$ cat config.mk
export PLATFORM = sky130hd
export DESIGN_NAME = dns_name_lookup_format_flat
export DESIGN_NICKNAME = d
export VERILOG_FILES = /design/src/sv/dnlf_pkg.sv /design/src/sv/dnlf_if.sv /design/src/sv/dns_name_lookup_format.sv /design/src/sv/dnlf_dp.sv /design/src/sv/dnlf_ctrl.sv /design/src/flat_wrapper.sv
export SDC_FILE = /design/constraint.sdc
export NUM_CORES = 2
export LEC_CHECK = 0
export ABC_CLOCK_PERIOD_IN_PS = 21100
export BUFFER_PORTS_ARGS = -buffer_cell sky130_fd_sc_hd__buf_2
export CAP_MARGIN = 0
export CORE_MARGIN = 2
export CORE_UTILIZATION = 42
export DETAILED_ROUTE_END_ITERATION = 12
export PLACE_DENSITY = 0.59
export SLEW_MARGIN = 20
export SYNTH_ARGS = -nofsm -noshare
export SYNTH_HDL_FRONTEND = slang
export SYNTH_HIERARCHICAL = 1
export SYNTH_SLANG_ARGS = --single-unit
$ cat constraint.sdc
create_clock -name clk -period 21.1 [get_ports clk]
set_input_delay 1.055 -clock clk [delete_from_list [all_inputs] [get_ports clk]]
set_output_delay 1.055 -clock clk [all_outputs]
set_load 0.1 [all_outputs]
$ cat src/sv/dnlf_pkg.sv
`timescale 1ns / 1ps
`default_nettype none
package dnlf_pkg;

  localparam int MAX_WIRE_LENGTH_DEF  = 253;
  localparam int MAX_LABEL_LENGTH_DEF = 63;
  localparam int STORE_DEPTH_DEF      = 256;
  localparam int STACK_DEPTH          = 128;
  localparam int STACK_W              = $clog2(STACK_DEPTH);

  typedef enum logic [2:0] {
    S_IDLE,
    S_SKIP,
    S_HEAD,
    S_STACK,
    S_START,
    S_LEN,
    S_CHAR,
    S_ZERO
  } dnlf_state_t;

  typedef struct packed {
    logic load;
    logic clear;
    logic push_fault;
    logic emit_head;
    logic latch_start;
    logic latch_len;
    logic emit_char;
    logic emit_zero;
  } dnlf_cmd_t;

  typedef struct packed {
    logic slot_ok;
    logic fault_now;
    logic emit_now;
    logic last_lbl;
    logic left_one;
  } dnlf_stat_t;

endpackage
`default_nettype wire

$ cat src/sv/dnlf_if.sv
`timescale 1ns / 1ps
`default_nettype none
interface dnlf_in_if;
  logic       valid;
  logic       ready;
  logic [7:0] wire_byte;
  logic       end_of_name;

  modport source (output valid, output wire_byte, output end_of_name, input ready);
  modport sink   (input valid, input wire_byte, input end_of_name, output ready);
endinterface

interface dnlf_out_if;
  logic        valid;
  logic        ready;
  logic [31:0] out_word;
  logic [2:0]  byte_count;
  logic        fault;
  logic        last_word;

  modport source (output valid, output out_word, output byte_count, output fault,
                  output last_word, input ready);
  modport sink   (input valid, input out_word, input byte_count, input fault,
                  input last_word, output ready);
endinterface
`default_nettype wire

$ cat src/sv/dns_name_lookup_format.sv
`timescale 1ns / 1ps
`default_nettype none
// channel  dir  request payload
// in_ch    in   wire_byte[7:0], end_of_name
// out_ch   out  out_word[31:0], byte_count[2:0], fault, last_word
//
// Loading takes one byte per cycle while the output register is free or being taken.
// A root byte starts emission: head byte, then per label a stack read, a start latch and
// a length read from the store, then each character and the zero byte.
// Reset (rst_n low, synchronous) clears the controller and the per-name counters.
// A stalled out_ch holds the head, character and zero-byte steps and blocks new requests.
module dns_name_lookup_format #(
  parameter int MAX_WIRE_LENGTH  = dnlf_pkg::MAX_WIRE_LENGTH_DEF,
  parameter int MAX_LABEL_LENGTH = dnlf_pkg::MAX_LABEL_LENGTH_DEF,
  parameter int STORE_DEPTH      = dnlf_pkg::STORE_DEPTH_DEF
) (
  input wire logic  clk,
  input wire logic  rst_n,
  dnlf_in_if.sink   in_ch,
  dnlf_out_if.source out_ch
);

  dnlf_pkg::dnlf_cmd_t  cmd;
  dnlf_pkg::dnlf_stat_t st;

  dnlf_ctrl u_ctrl (
    .clk            (clk),
    .rst_n          (rst_n),
    .in_valid       (in_ch.valid),
    .in_end_of_name (in_ch.end_of_name),
    .in_ready       (in_ch.ready),
    .st             (st),
    .cmd            (cmd)
  );

  dnlf_dp #(
    .MAX_WIRE_LENGTH  (MAX_WIRE_LENGTH),
    .MAX_LABEL_LENGTH (MAX_LABEL_LENGTH),
    .STORE_DEPTH      (STORE_DEPTH)
  ) u_dp (
    .clk        (clk),
    .rst_n      (rst_n),
    .wire_byte  (in_ch.wire_byte),
    .cmd        (cmd),
    .st         (st),
    .out_valid  (out_ch.valid),
    .out_ready  (out_ch.ready),
    .out_word   (out_ch.out_word),
    .byte_count (out_ch.byte_count),
    .fault      (out_ch.fault),
    .last_word  (out_ch.last_word)
  );

endmodule
`default_nettype wire

$ cat src/sv/dnlf_dp.sv
`timescale 1ns / 1ps
`default_nettype none
module dnlf_dp #(
  parameter int MAX_WIRE_LENGTH  = dnlf_pkg::MAX_WIRE_LENGTH_DEF,
  parameter int MAX_LABEL_LENGTH = dnlf_pkg::MAX_LABEL_LENGTH_DEF,
  parameter int STORE_DEPTH      = dnlf_pkg::STORE_DEPTH_DEF
) (
  input  wire logic               clk,
  input  wire logic               rst_n,
  input  wire logic [7:0]         wire_byte,
  input  wire dnlf_pkg::dnlf_cmd_t cmd,
  output dnlf_pkg::dnlf_stat_t     st,
  output logic                    out_valid,
  input  wire logic               out_ready,
  output logic [31:0]             out_word,
  output logic [2:0]              byte_count,
  output logic                    fault,
  output logic                    last_word
);

  localparam int ADDR_W = $clog2(STORE_DEPTH);

  logic [7:0]                  name_store [STORE_DEPTH];
  logic [ADDR_W-1:0]           label_start_stack [dnlf_pkg::STACK_DEPTH];

  logic [7:0]                  label_count_r, label_count_nxt;
  logic [5:0]                  left_r, left_nxt;
  logic [8:0]                  wire_len_r, wire_len_nxt;

  logic [dnlf_pkg::STACK_W-1:0] lbl_idx_r, lbl_idx_nxt;
  logic [ADDR_W-1:0]           addr_r, addr_nxt;
  logic [ADDR_W-1:0]           stack_rd_r;
  logic [7:0]                  store_rd_r;
  logic [ADDR_W-1:0]           store_raddr;

  logic [23:0]                 pk_word_r, pk_word_nxt;
  logic [1:0]                  pk_cnt_r, pk_cnt_nxt;

  logic                        out_valid_r, out_valid_nxt;
  logic [31:0]                 out_word_r, out_word_nxt;
  logic [2:0]                  byte_count_r, byte_count_nxt;
  logic                        fault_r, fault_nxt;
  logic                        last_word_r, last_word_nxt;

  logic [9:0]                  next_len;
  logic                        char_ok;
  logic                        len_fault;
  logic [ADDR_W-1:0]           len_at;
  logic [ADDR_W-1:0]           char_at;
  logic [8:0]                  char_at_w;
  logic                        byte_go;
  logic [7:0]                  byte_val;
  logic                        byte_final;
  logic [31:0]                 merged;

  always_comb begin
    char_ok = (wire_byte inside {[8'h61:8'h7a], [8'h41:8'h5a], [8'h30:8'h39]}) ||
              (wire_byte == 8'h2d) || (wire_byte == 8'h5f);
    next_len  = {1'b0, wire_len_r} + {2'b00, wire_byte} + 10'd1;
    len_fault = (wire_byte > 8'(MAX_LABEL_LENGTH)) ||
                (next_len > 10'(MAX_WIRE_LENGTH)) ||
                ((next_len - 10'd2) >= 10'(STORE_DEPTH)) ||
                (label_count_r >= 8'(dnlf_pkg::STACK_DEPTH));
    len_at    = ADDR_W'(wire_len_r - 9'd1);
    char_at_w = wire_len_r - 9'd1 - {3'b000, left_r};
    char_at   = char_at_w[ADDR_W-1:0];

    st.slot_ok  = !out_valid_r || out_ready;
    st.emit_now = (left_r == 6'd0) && (wire_byte == 8'd0) && (label_count_r != 8'd0);
    if (left_r == 6'd0) begin
      if (wire_byte == 8'd0) begin
        st.fault_now = (label_count_r == 8'd0);
      end else begin
        st.fault_now = len_fault;
      end
    end else begin
      st.fault_now = !char_ok;
    end
    st.last_lbl = (lbl_idx_r == '0);
    st.left_one = (left_r == 6'd1);
  end

  always_comb begin
    label_count_nxt = label_count_r;
    left_nxt        = left_r;
    wire_len_nxt    = wire_len_r;
    if (cmd.load) begin
      if (left_r == 6'd0) begin
        label_count_nxt = label_count_r + 8'd1;
        wire_len_nxt    = next_len[8:0];
        left_nxt        = wire_byte[5:0];
      end else begin
        left_nxt = left_r - 6'd1;
      end
    end
    if (cmd.latch_len) begin
      left_nxt = store_rd_r[5:0];
    end
    if (cmd.emit_char) begin
      left_nxt = left_r - 6'd1;
    end
    if (cmd.clear) begin
      label_count_nxt = 8'd0;
      left_nxt        = 6'd0;
      wire_len_nxt    = 9'd1;
    end
  end

  always_comb begin
    lbl_idx_nxt = lbl_idx_r;
    addr_nxt    = addr_r;
    store_raddr = addr_r;
    if (cmd.emit_head) begin
      lbl_idx_nxt = dnlf_pkg::STACK_W'(label_count_r - 8'd1);
    end
    if (cmd.emit_zero && !st.last_lbl) begin
      lbl_idx_nxt = lbl_idx_r - dnlf_pkg::STACK_W'(1);
    end
    if (cmd.latch_start) begin
      store_raddr = stack_rd_r;
      addr_nxt    = stack_rd_r + ADDR_W'(1);
    end
    if (cmd.emit_char) begin
      store_raddr = addr_r + ADDR_W'(1);
      addr_nxt    = addr_r + ADDR_W'(1);
    end
  end

  always_comb begin
    byte_go    = cmd.emit_head || cmd.emit_char || cmd.emit_zero;
    byte_final = cmd.emit_zero && st.last_lbl;
    if (cmd.emit_head) begin
      byte_val = wire_len_r[7:0] - 8'd1;
    end else if (cmd.emit_char) begin
      byte_val = store_rd_r;
    end else begin
      byte_val = 8'd0;
    end
    merged = {8'h00, pk_word_r} | ({24'h000000, byte_val} << {pk_cnt_r, 3'b000});

    pk_word_nxt    = pk_word_r;
    pk_cnt_nxt     = pk_cnt_r;
    out_valid_nxt  = out_valid_r && !out_ready;
    out_word_nxt   = out_word_r;
    byte_count_nxt = byte_count_r;
    fault_nxt      = fault_r;
    last_word_nxt  = last_word_r;
    if (cmd.push_fault) begin
      out_valid_nxt  = 1'b1;
      out_word_nxt   = 32'd0;
      byte_count_nxt = 3'd0;
      fault_nxt      = 1'b1;
      last_word_nxt  = 1'b1;
    end else if (byte_go) begin
      if ((pk_cnt_r == 2'd3) || byte_final) begin
        out_valid_nxt  = 1'b1;
        out_word_nxt   = merged;
        byte_count_nxt = {1'b0, pk_cnt_r} + 3'd1;
        fault_nxt      = 1'b0;
        last_word_nxt  = byte_final;
        pk_word_nxt    = 24'd0;
        pk_cnt_nxt     = 2'd0;
      end else begin
        pk_word_nxt = merged[23:0];
        pk_cnt_nxt  = pk_cnt_r + 2'd1;
      end
    end
  end

  always_ff @(posedge clk) begin
    if (cmd.load) begin
      if (left_r == 6'd0) begin
        name_store[len_at] <= wire_byte;
      end else begin
        name_store[char_at] <= wire_byte;
      end
    end
    store_rd_r <= name_store[store_raddr];
  end

  always_ff @(posedge clk) begin
    if (cmd.load && (left_r == 6'd0)) begin
      label_start_stack[label_count_r[dnlf_pkg::STACK_W-1:0]] <= len_at;
    end
    stack_rd_r <= label_start_stack[lbl_idx_r];
  end

  always_ff @(posedge clk) begin
    if (!rst_n) begin
      label_count_r <= 8'd0;
      left_r        <= 6'd0;
      wire_len_r    <= 9'd1;
      pk_word_r     <= 24'd0;
      pk_cnt_r      <= 2'd0;
      out_valid_r   <= 1'b0;
    end else begin
      label_count_r <= label_count_nxt;
      left_r        <= left_nxt;
      wire_len_r    <= wire_len_nxt;
      pk_word_r     <= pk_word_nxt;
      pk_cnt_r      <= pk_cnt_nxt;
      out_valid_r   <= out_valid_nxt;
    end
  end

  always_ff @(posedge clk) begin
    lbl_idx_r    <= lbl_idx_nxt;
    addr_r       <= addr_nxt;
    out_word_r   <= out_word_nxt;
    byte_count_r <= byte_count_nxt;
    fault_r      <= fault_nxt;
    last_word_r  <= last_word_nxt;
  end

  assign out_valid  = out_valid_r;
  assign out_word   = out_word_r;
  assign byte_count = byte_count_r;
  assign fault      = fault_r;
  assign last_word  = last_word_r;

endmodule
`default_nettype wire

$ cat src/sv/dnlf_ctrl.sv
`timescale 1ns / 1ps
`default_nettype none
module dnlf_ctrl (
  input  wire logic                 clk,
  input  wire logic                 rst_n,
  input  wire logic                 in_valid,
  input  wire logic                 in_end_of_name,
  output logic                      in_ready,
  input  wire dnlf_pkg::dnlf_stat_t st,
  output dnlf_pkg::dnlf_cmd_t       cmd
);

  dnlf_pkg::dnlf_state_t state_r, state_nxt;
  logic                  last_pend_r, last_pend_nxt;
  logic                  in_fire;
  logic                  fault_any;

  assign in_fire   = in_valid && in_ready;
  assign fault_any = st.fault_now || (in_end_of_name && !st.emit_now);

  always_comb begin
    state_nxt     = state_r;
    last_pend_nxt = last_pend_r;
    case (state_r)
      dnlf_pkg::S_IDLE: begin
        if (in_valid && st.slot_ok) begin
          if (fault_any) begin
            if (!in_end_of_name) begin
              state_nxt = dnlf_pkg::S_SKIP;
            end
          end else if (st.emit_now) begin
            state_nxt     = dnlf_pkg::S_HEAD;
            last_pend_nxt = in_end_of_name;
          end
        end
      end
      dnlf_pkg::S_SKIP: begin
        if (in_valid && in_end_of_name) begin
          state_nxt = dnlf_pkg::S_IDLE;
        end
      end
      dnlf_pkg::S_HEAD: begin
        if (st.slot_ok) begin
          state_nxt = dnlf_pkg::S_STACK;
        end
      end
      dnlf_pkg::S_STACK: state_nxt = dnlf_pkg::S_START;
      dnlf_pkg::S_START: state_nxt = dnlf_pkg::S_LEN;
      dnlf_pkg::S_LEN:   state_nxt = dnlf_pkg::S_CHAR;
      dnlf_pkg::S_CHAR: begin
        if (st.slot_ok && st.left_one) begin
          state_nxt = dnlf_pkg::S_ZERO;
        end
      end
      dnlf_pkg::S_ZERO: begin
        if (st.slot_ok) begin
          if (!st.last_lbl) begin
            state_nxt = dnlf_pkg::S_STACK;
          end else if (last_pend_r) begin
            state_nxt = dnlf_pkg::S_IDLE;
          end else begin
            state_nxt = dnlf_pkg::S_SKIP;
          end
        end
      end
      default: state_nxt = dnlf_pkg::S_IDLE;
    endcase
  end

  always_comb begin
    cmd      = '0;
    in_ready = 1'b0;
    case (state_r)
      dnlf_pkg::S_IDLE: begin
        in_ready = st.slot_ok;
        if (in_fire) begin
          cmd.push_fault = fault_any;
          cmd.load       = !fault_any && !st.emit_now;
          cmd.clear      = in_end_of_name && fault_any;
        end
      end
      dnlf_pkg::S_SKIP: begin
        in_ready  = 1'b1;
        cmd.clear = in_valid && in_end_of_name;
      end
      dnlf_pkg::S_HEAD:  cmd.emit_head   = st.slot_ok;
      dnlf_pkg::S_STACK: cmd             = '0;
      dnlf_pkg::S_START: cmd.latch_start = 1'b1;
      dnlf_pkg::S_LEN:   cmd.latch_len   = 1'b1;
      dnlf_pkg::S_CHAR:  cmd.emit_char   = st.slot_ok;
      dnlf_pkg::S_ZERO: begin
        cmd.emit_zero = st.slot_ok;
        cmd.clear     = st.slot_ok && st.last_lbl && last_pend_r;
      end
      default: cmd = '0;
    endcase
  end

  always_ff @(posedge clk) begin
    if (!rst_n) begin
      state_r     <= dnlf_pkg::S_IDLE;
      last_pend_r <= 1'b0;
    end else begin
      state_r     <= state_nxt;
      last_pend_r <= last_pend_nxt;
    end
  end

endmodule
`default_nettype wire
$ cat src/flat_wrapper.sv
// flat-port wrapper written by rule: the top's interface ports become plain ports
module dns_name_lookup_format_flat 
#(
  parameter int MAX_WIRE_LENGTH  = dnlf_pkg::MAX_WIRE_LENGTH_DEF,
  parameter int MAX_LABEL_LENGTH = dnlf_pkg::MAX_LABEL_LENGTH_DEF,
  parameter int STORE_DEPTH      = dnlf_pkg::STORE_DEPTH_DEF
)
  (clk, rst_n, in_ch_valid, in_ch_wire_byte, in_ch_end_of_name, in_ch_ready, out_ch_valid, out_ch_out_word, out_ch_byte_count, out_ch_fault, out_ch_last_word, out_ch_ready);
  dnlf_in_if in_ch_i ();
  dnlf_out_if out_ch_i ();
  input wire logic clk;
  input wire logic rst_n;
  input wire logic [$bits(in_ch_i.valid)-1:0] in_ch_valid;
  input wire logic [$bits(in_ch_i.wire_byte)-1:0] in_ch_wire_byte;
  input wire logic [$bits(in_ch_i.end_of_name)-1:0] in_ch_end_of_name;
  output wire logic [$bits(in_ch_i.ready)-1:0] in_ch_ready;
  output wire logic [$bits(out_ch_i.valid)-1:0] out_ch_valid;
  output wire logic [$bits(out_ch_i.out_word)-1:0] out_ch_out_word;
  output wire logic [$bits(out_ch_i.byte_count)-1:0] out_ch_byte_count;
  output wire logic [$bits(out_ch_i.fault)-1:0] out_ch_fault;
  output wire logic [$bits(out_ch_i.last_word)-1:0] out_ch_last_word;
  input wire logic [$bits(out_ch_i.ready)-1:0] out_ch_ready;
  assign in_ch_i.valid = in_ch_valid;
  assign in_ch_i.wire_byte = in_ch_wire_byte;
  assign in_ch_i.end_of_name = in_ch_end_of_name;
  assign in_ch_ready = in_ch_i.ready;
  assign out_ch_valid = out_ch_i.valid;
  assign out_ch_out_word = out_ch_i.out_word;
  assign out_ch_byte_count = out_ch_i.byte_count;
  assign out_ch_fault = out_ch_i.fault;
  assign out_ch_last_word = out_ch_i.last_word;
  assign out_ch_i.ready = out_ch_ready;
  dns_name_lookup_format #(.MAX_WIRE_LENGTH(MAX_WIRE_LENGTH), .MAX_LABEL_LENGTH(MAX_LABEL_LENGTH), .STORE_DEPTH(STORE_DEPTH)) u_core (.clk(clk), .rst_n(rst_n), .in_ch(in_ch_i), .out_ch(out_ch_i));
endmodule
==> results_dict.tcl <==
set metrics [dict create \
    utilization 0.472 \
    port-buffer-count 51 \
    status "finished, final reports clean" \
    setup-tns-final_ns 0 \
    startpoint_type "flop" \
    drt_wl_total_um 364000 \
    layout_common_cells "edfxtp_1 (3087), nand2_1 (2042), nand3_1 (1085), nor2_1 (509), mux4_2 (339)" \
    synth_ff_type "edfxtp_1" \
    yosysSeqAreaShare 0.744 \
    design.core.area_mm2 0.302 \
    grt_pass1_wl_um 523000 \
    ctsResizeCount 0 \
    drive_gt1_frac 0.118 \
    synthArstFlopShare 0 \
    worst-endpoint-required_ns 21.56 \
    root_buffer "clkbuf_16" \
    overflow 0 \
    arrival_ns 7.74 \
    clock_latency_ns 0.91 \
    num_io_pins 52 \
    clockBufferDepth 4 \
    synth_edf_count 3087 \
    grt_max_degree 178 \
    vias 77097 \
    fp.dieW_um 555 \
    endpoint_kind "flop" \
    final_cell_count_no_fill 13096 \
    postCtsHoldBufs 0 \
    antenna_found_initial 15 \
    syn2layout_area_growth_pct 11.9 \
    maxCapViolCount 0 \
    dp_hpwl_um 214000 \
    crit_type "flop to flop" \
    maxSlewHeadroom 0.226 \
    postSynthCellCount 8880 \
    avgSynthCellArea_um2 14.3 \
    clk_pin_slew_worst_paths_ns 0.06 \
    drtIter0Drc 9991 \
    fin_skew_ns 0.0892 \
    cts_tree "done" \
    wl_per_cell_um 27.8 \
    yosysWarnings 6 \
    ant_nets 0 \
    clock-sinks 3194 \
    cts_buffers 326 \
    worstMarginPinSlew_ns 1.15 \
    die_h_um 555 \
    first_pass_iters 9 \
    drv_slew 0 \
    nets 8887 \
    leakage_nw 46.6 \
    path_max_fanout 40 \
    power_density_mw_per_mm2 91.6 \
    hold_class "flop to flop" \
    n_fill_cell 25860 \
    netlist_area_mm2 0.127 \
    post-place-ws_ns 13.21 \
    synth_seq_cells 3194 \
    drc_errors 0 \
    final_common_cell "edfxtp_1" \
    fin_crit_ns 7.28 \
    multiInputGateArea_mm2 0.0306 \
    fin_ws_ns 13.83 \
    fin_crit_sh 0.345 \
    dpl.cell_count 12497 \
    seq_area_mm2 0.0948 \
    grt_use_total 0.232 \
    yosysUniqueCellTypes 77 \
    grt_pass1_vias 74456 \
    htree_levels 5 \
    start_util 0.421 \
    rows 202 \
    gp_congestion 0.913 \
    irDropWorstVdd_v 0.0000858 \
    postCtsSetupBuffers 0 \
    finalSetupViolCount 0 \
    die_area_mm2 0.308 \
    syn_nets 8919 \
    rsz0062_at_grt "no" \
    fmax_ghz 0.137 \
    avgViaCountPerCell 5.89 \
    final_hold_viol_count 0 \
]
final cells by class:
cell class / count / area share
diodes: 7 / 0.000123
multi-input cells: 5106 / 0.214
clock buffers: 404 / 0.0599
repair buffers: 194 / 0.0115
flip-flops and latches: 3194 / 0.665
clock inverters: 187 / 0.0137
inverters: 26 / 0.000719
well taps: 3978 / 0.0349
critical path, cell delays in order, from the launching register on:
cell      delay, ns
dfxtp_1        0.54
inv_4          0.28
ha_1           0.31
fa_1           0.41
nand2b_1       0.17
a21boi_0       0.23
o21ai_0        0.17
a211oi_1       0.45
o32ai_1        0.18
nand2_1        0.11
a41oi_1        0.25
and4b_1        0.60
nand2_1        0.25
nor4_1         0.52
xnor2_1        0.45
nand3_1        0.97
nor2_1         0.94
registers in the layout, summed over array words and instances, names as in the netlist, 6 cells and up:
register                       flops
u_core/u_dp/name_store          2048
u_core/u_dp/label_start_stack   1024
u_core/u_dp/out_word              32
u_core/u_dp/pk_word_r             24
u_core/u_dp/wire_len_r             9
u_core/u_dp/addr_r                 8
u_core/u_dp/label_count_r          8
u_core/u_dp/stack_rd_r             8
u_core/u_dp/store_rd_r             8
u_core/u_dp/lbl_idx_r              7
u_core/u_dp/left_r                 6
cell usage after synthesis, types with 45 or more instances:
cell | count | area share
clkbuf_1 | 290 | 0.0085
buf_1 | 101 | 0.0030
a21oi_1 | 334 | 0.013
buf_2 | 159 | 0.0062
mux2i_1 | 74 | 0.0058
mux4_2 | 339 | 0.060
edfxtp_1 | 3087 | 0.73
and3_1 | 46 | 0.0023
nand3_1 | 1091 | 0.043
nor2_1 | 520 | 0.015
a31oi_1 | 87 | 0.0043
nand2_1 | 2058 | 0.061
dfxtp_1 | 107 | 0.017
nor3_1 | 45 | 0.0018
where the power goes:
| group | total, mW | switching (mW) | leakage (nW) | internal [mW] |
|---|---|---|---|---|
| combinational | 0.393 | 0.295 | 12.6 | 0.0978 |
| sequential | 6.97 | 0.00858 | 28.9 | 6.96 |
| clock | 5.71 | 2.40 | 5.11 | 3.31 |
worst paths after layout:
kind / start / end / slack (ns) / cells past startpoint
max reg2reg: u_core/u_dp/wire_len_r[0] / u_core/u_dp/name_store[92][2] / 13.83 / 16
max: u_core/u_dp/wire_len_r[0] / u_core/u_dp/name_store[92][2] / 13.83 / 16
min: u_core/u_dp/fault / u_core/u_dp/fault / 0.45 / 2
min reg2reg: u_core/u_dp/fault / u_core/u_dp/fault / 0.45 / 2
cell families after synthesis:
family,Yosys count,share of synthesized area
AND/OR/NAND/NOR,3952,0.133
XOR/XNOR,34,0.00240
multiplexers,425,0.0668
AO/OA/AOI/OAI,669,0.0318
adder cells (fa/ha/maj),26,0.00267
buffers and inverters,580,0.0188
flip-flops,3194,0.744
metrics by stage:
| stage | power [mW] | instance area, µm² | hold WS (ns) |
|---|---|---|---|
| 2_1_floorplan | 7.28 | 127000 | 0.457 |
| 3_3_place_gp | 7.49 | 132000 | 0.430 |
| 3_5_place_dp | 7.49 | 132000 | 0.443 |
| 4_1_cts | 13.2 | 143000 | 0.437 |
| 5_1_grt | 13.4 | 143000 | 0.477 |
| 6_report | 13.1 | 143000 | 0.449 |
layer usage:
metal	share of wire	routed length, µm	track usage	up-vias
met5	0.00019	69	0	-
met4	0.041	14800	0.0901	10
met3	0.086	31200	0.0352	691
met2	0.47	172000	0.371	3807
met1	0.40	146000	0.319	39417
li1	-	-	-	33172
(Power assumes the default switching activity.)
